**src/rtl/wcv_pkg.sv**
```systemverilog
// types and constants shared by the variance block
package wcv_pkg;

    localparam int unsigned SampleW = 32;
    localparam int unsigned MeanW   = 48;
    localparam int unsigned SsdW    = 64;
    localparam int unsigned CvW     = 32;
    localparam int unsigned ThrW    = 25;
    localparam logic [ThrW-1:0] ThrReset = 25'd1678;

    // unit operation selects
    typedef enum logic [1:0] {
        OP_DIV_MEAN = 2'd0,
        OP_DIV_VAR  = 2'd1,
        OP_SQRT     = 2'd2,
        OP_DIV_CV   = 2'd3
    } wcv_op_t;

    typedef struct packed {
        logic    seed;
        logic    load_in;
        logic    start_op;
        wcv_op_t op;
        logic    upd_mean;
        logic    mul_hi;
        logic    upd_ssd;
        logic    finish;
    } wcv_cmd_t;

    typedef struct packed {
        logic first;
        logic op_done;
        logic mean_zero;
    } wcv_sts_t;

endpackage

```
**src/rtl/wcv_ctrl.sv**
```systemverilog
// sequencer per sample: seed a first sample, else mean divide, update; if mean != 0, variance divide, root, cv divide
module wcv_ctrl
    import wcv_pkg::*;
(
    input  logic     aclk,
    input  logic     aresetn,
    input  logic     in_fire,
    input  logic     out_free,
    input  wcv_sts_t sts,
    output wcv_cmd_t cmd,
    output logic     busy
);

    typedef enum logic [3:0] {
        S_IDLE, S_CHECK, S_MDIV, S_MWAIT, S_MUPD, S_MUL, S_SSD,
        S_VDIV, S_VWAIT, S_ROOT, S_RWAIT, S_CDIV, S_CWAIT, S_DONE
    } state_t;

    state_t state_reg;

    always_ff @(posedge aclk) begin
        if (!aresetn) begin
            state_reg <= S_IDLE;
        end else begin
            case (state_reg)
                S_IDLE:  if (in_fire) state_reg <= S_CHECK;
                S_CHECK: state_reg <= sts.first ? S_DONE : S_MDIV;
                S_MDIV:  state_reg <= S_MWAIT;
                S_MWAIT: if (sts.op_done) state_reg <= S_MUPD;
                S_MUPD:  state_reg <= S_MUL;
                S_MUL:   state_reg <= S_SSD;
                S_SSD:   state_reg <= sts.mean_zero ? S_DONE : S_VDIV;
                S_VDIV:  state_reg <= S_VWAIT;
                S_VWAIT: if (sts.op_done) state_reg <= S_ROOT;
                S_ROOT:  state_reg <= S_RWAIT;
                S_RWAIT: if (sts.op_done) state_reg <= S_CDIV;
                S_CDIV:  state_reg <= S_CWAIT;
                S_CWAIT: if (sts.op_done) state_reg <= S_DONE;
                S_DONE:  if (out_free) state_reg <= S_IDLE;
                default: state_reg <= S_IDLE;
            endcase
        end
    end

    always_comb begin
        cmd = '0;
        cmd.load_in = (state_reg == S_IDLE) && in_fire;
        cmd.seed = (state_reg == S_CHECK) && sts.first;
        case (state_reg)
            S_MDIV: begin cmd.start_op = 1'b1; cmd.op = OP_DIV_MEAN; end
            S_VDIV: begin cmd.start_op = 1'b1; cmd.op = OP_DIV_VAR; end
            S_ROOT: begin cmd.start_op = 1'b1; cmd.op = OP_SQRT; end
            S_CDIV: begin cmd.start_op = 1'b1; cmd.op = OP_DIV_CV; end
            default: cmd.op = OP_DIV_MEAN;
        endcase
        cmd.upd_mean = (state_reg == S_MUPD);
        cmd.mul_hi = (state_reg == S_MUL);
        cmd.upd_ssd = (state_reg == S_SSD);
        cmd.finish = (state_reg == S_DONE) && out_free;
    end

    assign busy = (state_reg != S_IDLE);

endmodule

```
**config.mk**
```make
export PLATFORM = sky130hd
export DESIGN_NAME = wcv_ctrl
export DESIGN_NICKNAME = d
export VERILOG_FILES = /design/src/rtl/wcv_pkg.sv /design/src/rtl/wcv_ctrl.sv
export SDC_FILE = /design/constraint.sdc
export NUM_CORES = 1
export LEC_CHECK = 0
export ABC_CLOCK_PERIOD_IN_PS = 2220
export BUFFER_PORTS_ARGS = -buffer_cell sky130_fd_sc_hd__buf_2
export CORE_AREA = 2 2 39 41
export DETAILED_ROUTE_END_ITERATION = 7
export DIE_AREA = 0 0 41 43
export GPL_ROUTABILITY_DRIVEN = 0
export PLACE_DENSITY_LB_ADDON = 0.25
export SETUP_SLACK_MARGIN = 0.05
export SYNTH_ARGS = -nofsm -noshare
export SYNTH_HDL_FRONTEND = slang
export SYNTH_SLANG_ARGS = --single-unit
```
**constraint.sdc**
```tcl
create_clock -name aclk -period 2.22 [get_ports aclk]
set_input_delay 0.333 -clock aclk [delete_from_list [all_inputs] [get_ports aclk]]
set_output_delay 0.333 -clock aclk [all_outputs]
set_load 0.01 [all_outputs]
```
# ---- After elaboration in Yosys (flattened, before gate mapping)
# Cells that the tools add are included.
dict set report classes {
  eq_ne 19
  mux 11
  n_reduce_logical 7
}
# op count
set op_table {}
lappend op_table {{$pmux 4 s14} 1}
lappend op_table {{$mux 4} 8}
lappend op_table {{$eq 4x4->1 const B} 6}
lappend op_table {{$eq 4x3->1 const B} 4}
lappend op_table {{$ne 2x2->1 const B} 6}
lappend op_table {{$eq 4x2->1 const B} 2}
lappend op_table {{$pmux 2 s3} 1}
lappend op_table {{$reduce_and 6->1} 1}
lappend op_table {{$eq 4x1->1 const B} 1}
lappend op_table {{$logic_not 4->1} 1}
lappend op_table {{$reduce_bool 4->1} 1}
lappend op_table {{$reduce_or 4->1} 1}
lappend op_table {{$logic_and 1x1->1} 3}
lappend op_table {{$mux 1} 1}
dict set report word_totals {
  wordCells 38
  register_bits 4
  input_bits 7
}

# ---- Logic depth before layout (Yosys ltp)
dict set report logic_depth {
  ltp_word 3
  ltp_mapped 6
  depth_no_buf 4
}

# ---- Worst setup path after synthesis
# Ideal clock, no wire load.
dict set report synth_path {
  path_type {register to register}
  startpoint {register state_reg[3]}
  endpoint {register state_reg[1]}
  path_buffers 1
  stages_incl_launch_ff 6
  arrival_time_ns 1.321
  t_required_ns 2.104
  slack_ns 0.783
  synth_period_minus_slack_ns 1.437
  setup_ns 0.116
  cell_sequence {dfxtp_1 > buf_6 > or4_4 > a21oi_2 > nor2_2 > a41o_1}
}
dict set report synth_between {
  elab_chain_cells 3
}
# item line
set synth_rtl {}
lappend synth_rtl {{start, declared} wcv_ctrl.sv:19} ;# state_t state_reg;
lappend synth_rtl {{start signal, assigned} wcv_ctrl.sv:27} ;# S_CHECK: state_reg <= sts.first ? S_DONE : S_MDIV;
lappend synth_rtl {{start signal, assigned} wcv_ctrl.sv:32} ;# S_SSD: state_reg <= sts.mean_zero ? S_DONE : S_VDIV;
lappend synth_rtl {{$eq 4x2->1 (tied with other cells)} wcv_ctrl.sv:25} ;# case (state_reg)
lappend synth_rtl {{$ne 2x2->1 (no source line)} n/a}
lappend synth_rtl {{$reduce_and 6->1 (no source line)} n/a}
# Several ways; a longest one is shown, not always the timed one.
# A chain may end at the register's enable or synchronous reset.

==> impl_metrics.yaml <==
outcome:
  status: "complete, no violations"
floorplan:
  start_util: 0.340
  row_count: 14
  die_w_um: 41
  io_pins: 17
  dieHeight_um: 43
  design.die.area_um2: 1760
  core_um2: 1380
synthesis:
  synth_cell_types: 31
  synthArstFlopShare: 0
  ys_seq_area_frac: 0.170
  ys_warn_count: 0
  ys.flop_type: "dfxtp_1"
  synth_top_family_by_area: "simple AND/OR/NAND/NOR gates"
  synth_top_area_frac: 0.170
  synth_edf_count: 0
  syn_area_um2: 470
  synth_compound_gate_area_share: 0.285
  syn_nets: 72
  synthSimpleGateAreaFrac: 0.410
  ys_seq_elements: 4
  synthAdderAreaFrac: 0
  synth_area_leader_cell: "dfxtp_1"
  ys_top_cells_by_count: "nand2_1, nor2_1, nand2b_1, o21ai_0"
  syn_avg_cell_area_um2: 7.24
  synthesis.instances: 65
  synth_xor_area_frac: 0
  synth_area_leaders: "dfxtp_1, nand2b_1, or3b_1, o21ai_0, buf_6"
  muxShareOfSynthArea: 0.0426
route:
  wirelength_mm: 1.07
  drt_iter0_drc: 10
  routed_via_density: 5.03
  vias: 473
  drc: 0
  routedWlPerCell_um: 11.4
  ant_nets: 0
  firstDrtPassIters: 4
final_layout:
  nNetsFinal: 87
  diodes: 0
  largest_register_ffs: 4
  drive_above_1_share: 0.321
  fin_util: 0.400
  syn2layout_area_growth_pct: 17.6
timing:
  finalSetupTns_ns: 0
  worst_slew_pin_slew_ns: 0.551
  fin_ws_ns: 0.429
  rsz0062_at_grt: "false"
  hold_viol_final: 0
  slew_violations: 0
  period_share: 0.807
  finClkSkew_ns: 0.000174
  maxSlewHeadroom: 0.632
  min_period_ns: 1.79
  fmax_ghz: 0.558
  setup_violations: 0
critical_path:
  end_kind: "output pin"
  rr_endpoint: "state_reg[1]"
  ff2ff_path_depth: 4
  slowest_stage: "dfxtp_1"
  critPathRequiredTime_ns: 1.89
  cp_max_fo: 18
  r2r_setup_slack_ns: 0.50
  crit_type: "reg2out"
  reg2reg_from: "state_reg[3]"
  max_stage_delay_ns: 0.64
  cp.arrival_ns: 1.46
  startpoint_type: "flip-flop"
  path_cells: "nor2_1 -> and2_1 -> nor2b_1 -> buf_2"
place:
  port_buffers: 16
  dp_slack_ns: 0.538
  hpwlAfterDp_um: 779
global_route:
  gr-total-overflow: 0
  grt_antenna_before_repair: 0
  grt_pass1_wl_mm: 1.66
  grt_use_total: 0.132
  grt_max_degree: 19
  grt_pass1_vias: 396
power_and_ir_drop:
  seq_power_share: 0.309
  total_leakage_power_nw: 0.248
  p_switching_uw: 351
  powerDensity_nw_per_um2: 1310
  switching_share: 0.484
  vdd_drop_max_v: 0.000410
  p_int_uw: 374
  pwr-share-clk: 0.123
  share_comb_of_total_power: 0.568
min_path:
  hold-path-cell-count: 3
  hold_class: "in2reg"
  min_from: "aresetn"
  min_to: "state_reg[0]"
clock_network:
  htreeDepth: 1
  cts_hold_buf: 0
  cts_resized: 0
  clk_pin_slew_ns: 0.04
  cts_buffers: 3
  cts.path.max_buffers: 2
  insertion_delay_ns: 0.23
  cts_tree: "done"
  postCtsSetupBuffers: 0
  cts_root_buf: "clkbuf_4"
  clock-sinks: 4
job:
  cap_violations: 0
layout make-up:
class,instances,area [um2]
repair buffers,16,80.1
clock buffers,3,22.5
well taps,16,20.0
fillers,151,831
inverters,1,3.75
multi-input cells,54,347
flip-flops and latches,4,80.1
worst max path at each step:
stage | from | to
3_5_place_dp | state_reg[3] | state_reg[1]
6_report | state_reg[3] | cmd[8]
4_1_cts | state_reg[3] | cmd[8]
5_1_grt | state_reg[0] | cmd[6]
3_3_place_gp | state_reg[3] | state_reg[1]
2_1_floorplan | state_reg[3] | state_reg[1]
kinds of logic (layout without fill, tap and decap cells):
logic type	Yosys count	after routing
AO/OA/AOI/OAI	19	19
buffers and inverters	7	20
flip-flops	4	4
multiplexers	2	2
AND/OR/NAND/NOR	33	33
critical path, delay by kind of cell (launching register included):
kind	cells	cell delay, ns
buf+inv	1	0.13
flops	1	0.64
simple gates	3	0.44
per-layer routing:
layer  track usage  up-vias  share of wire
li1              -      260              -
met1         0.206      201           0.52
met2         0.181       12           0.43
met3             0        0          0.045
met4        0.0600        0              0
met5             0        -              0
power groups by stage:
stage                     Sequential (mW)  Combinational [mW]  Clock (mW)
after CTS                           0.220               0.416      0.0962
after global placement              0.221               0.419           0
after detailed placement            0.218               0.414           0
after floorplan                     0.122               0.444           0
final                               0.224               0.412      0.0894
after global routing                0.237               0.454       0.100
stage by stage:
stage	power (mW)	instance area (um2)	std cells	hold WS [ns]
floorplan	0.566	470	65	0.480
global placement	0.639	531	91	0.655
detailed placement	0.632	531	91	0.656
CTS	0.732	553	94	0.402
global route	0.791	553	94	0.419
finish	0.725	553	94	0.413
layout by cell type (no fill, tap or decap), drive strengths merged:
cell,instances
buf,16
nor2,7
nand2,6
o21ai,6
nand2b,5
a21oi,5
dfxtp,4
nor2b,3
or3b,3
clkbuf,3
nor3,2
and3,2
mux2i,2
a31oi,2
inv,1
and2,1
o21a,1
o22ai,1
nand3,1
or4,1
nand4b,1
nand4bb,1
a41o,1
o221a,1
a211oi,1
a22o,1
Power figures use the tool's default switching activity.
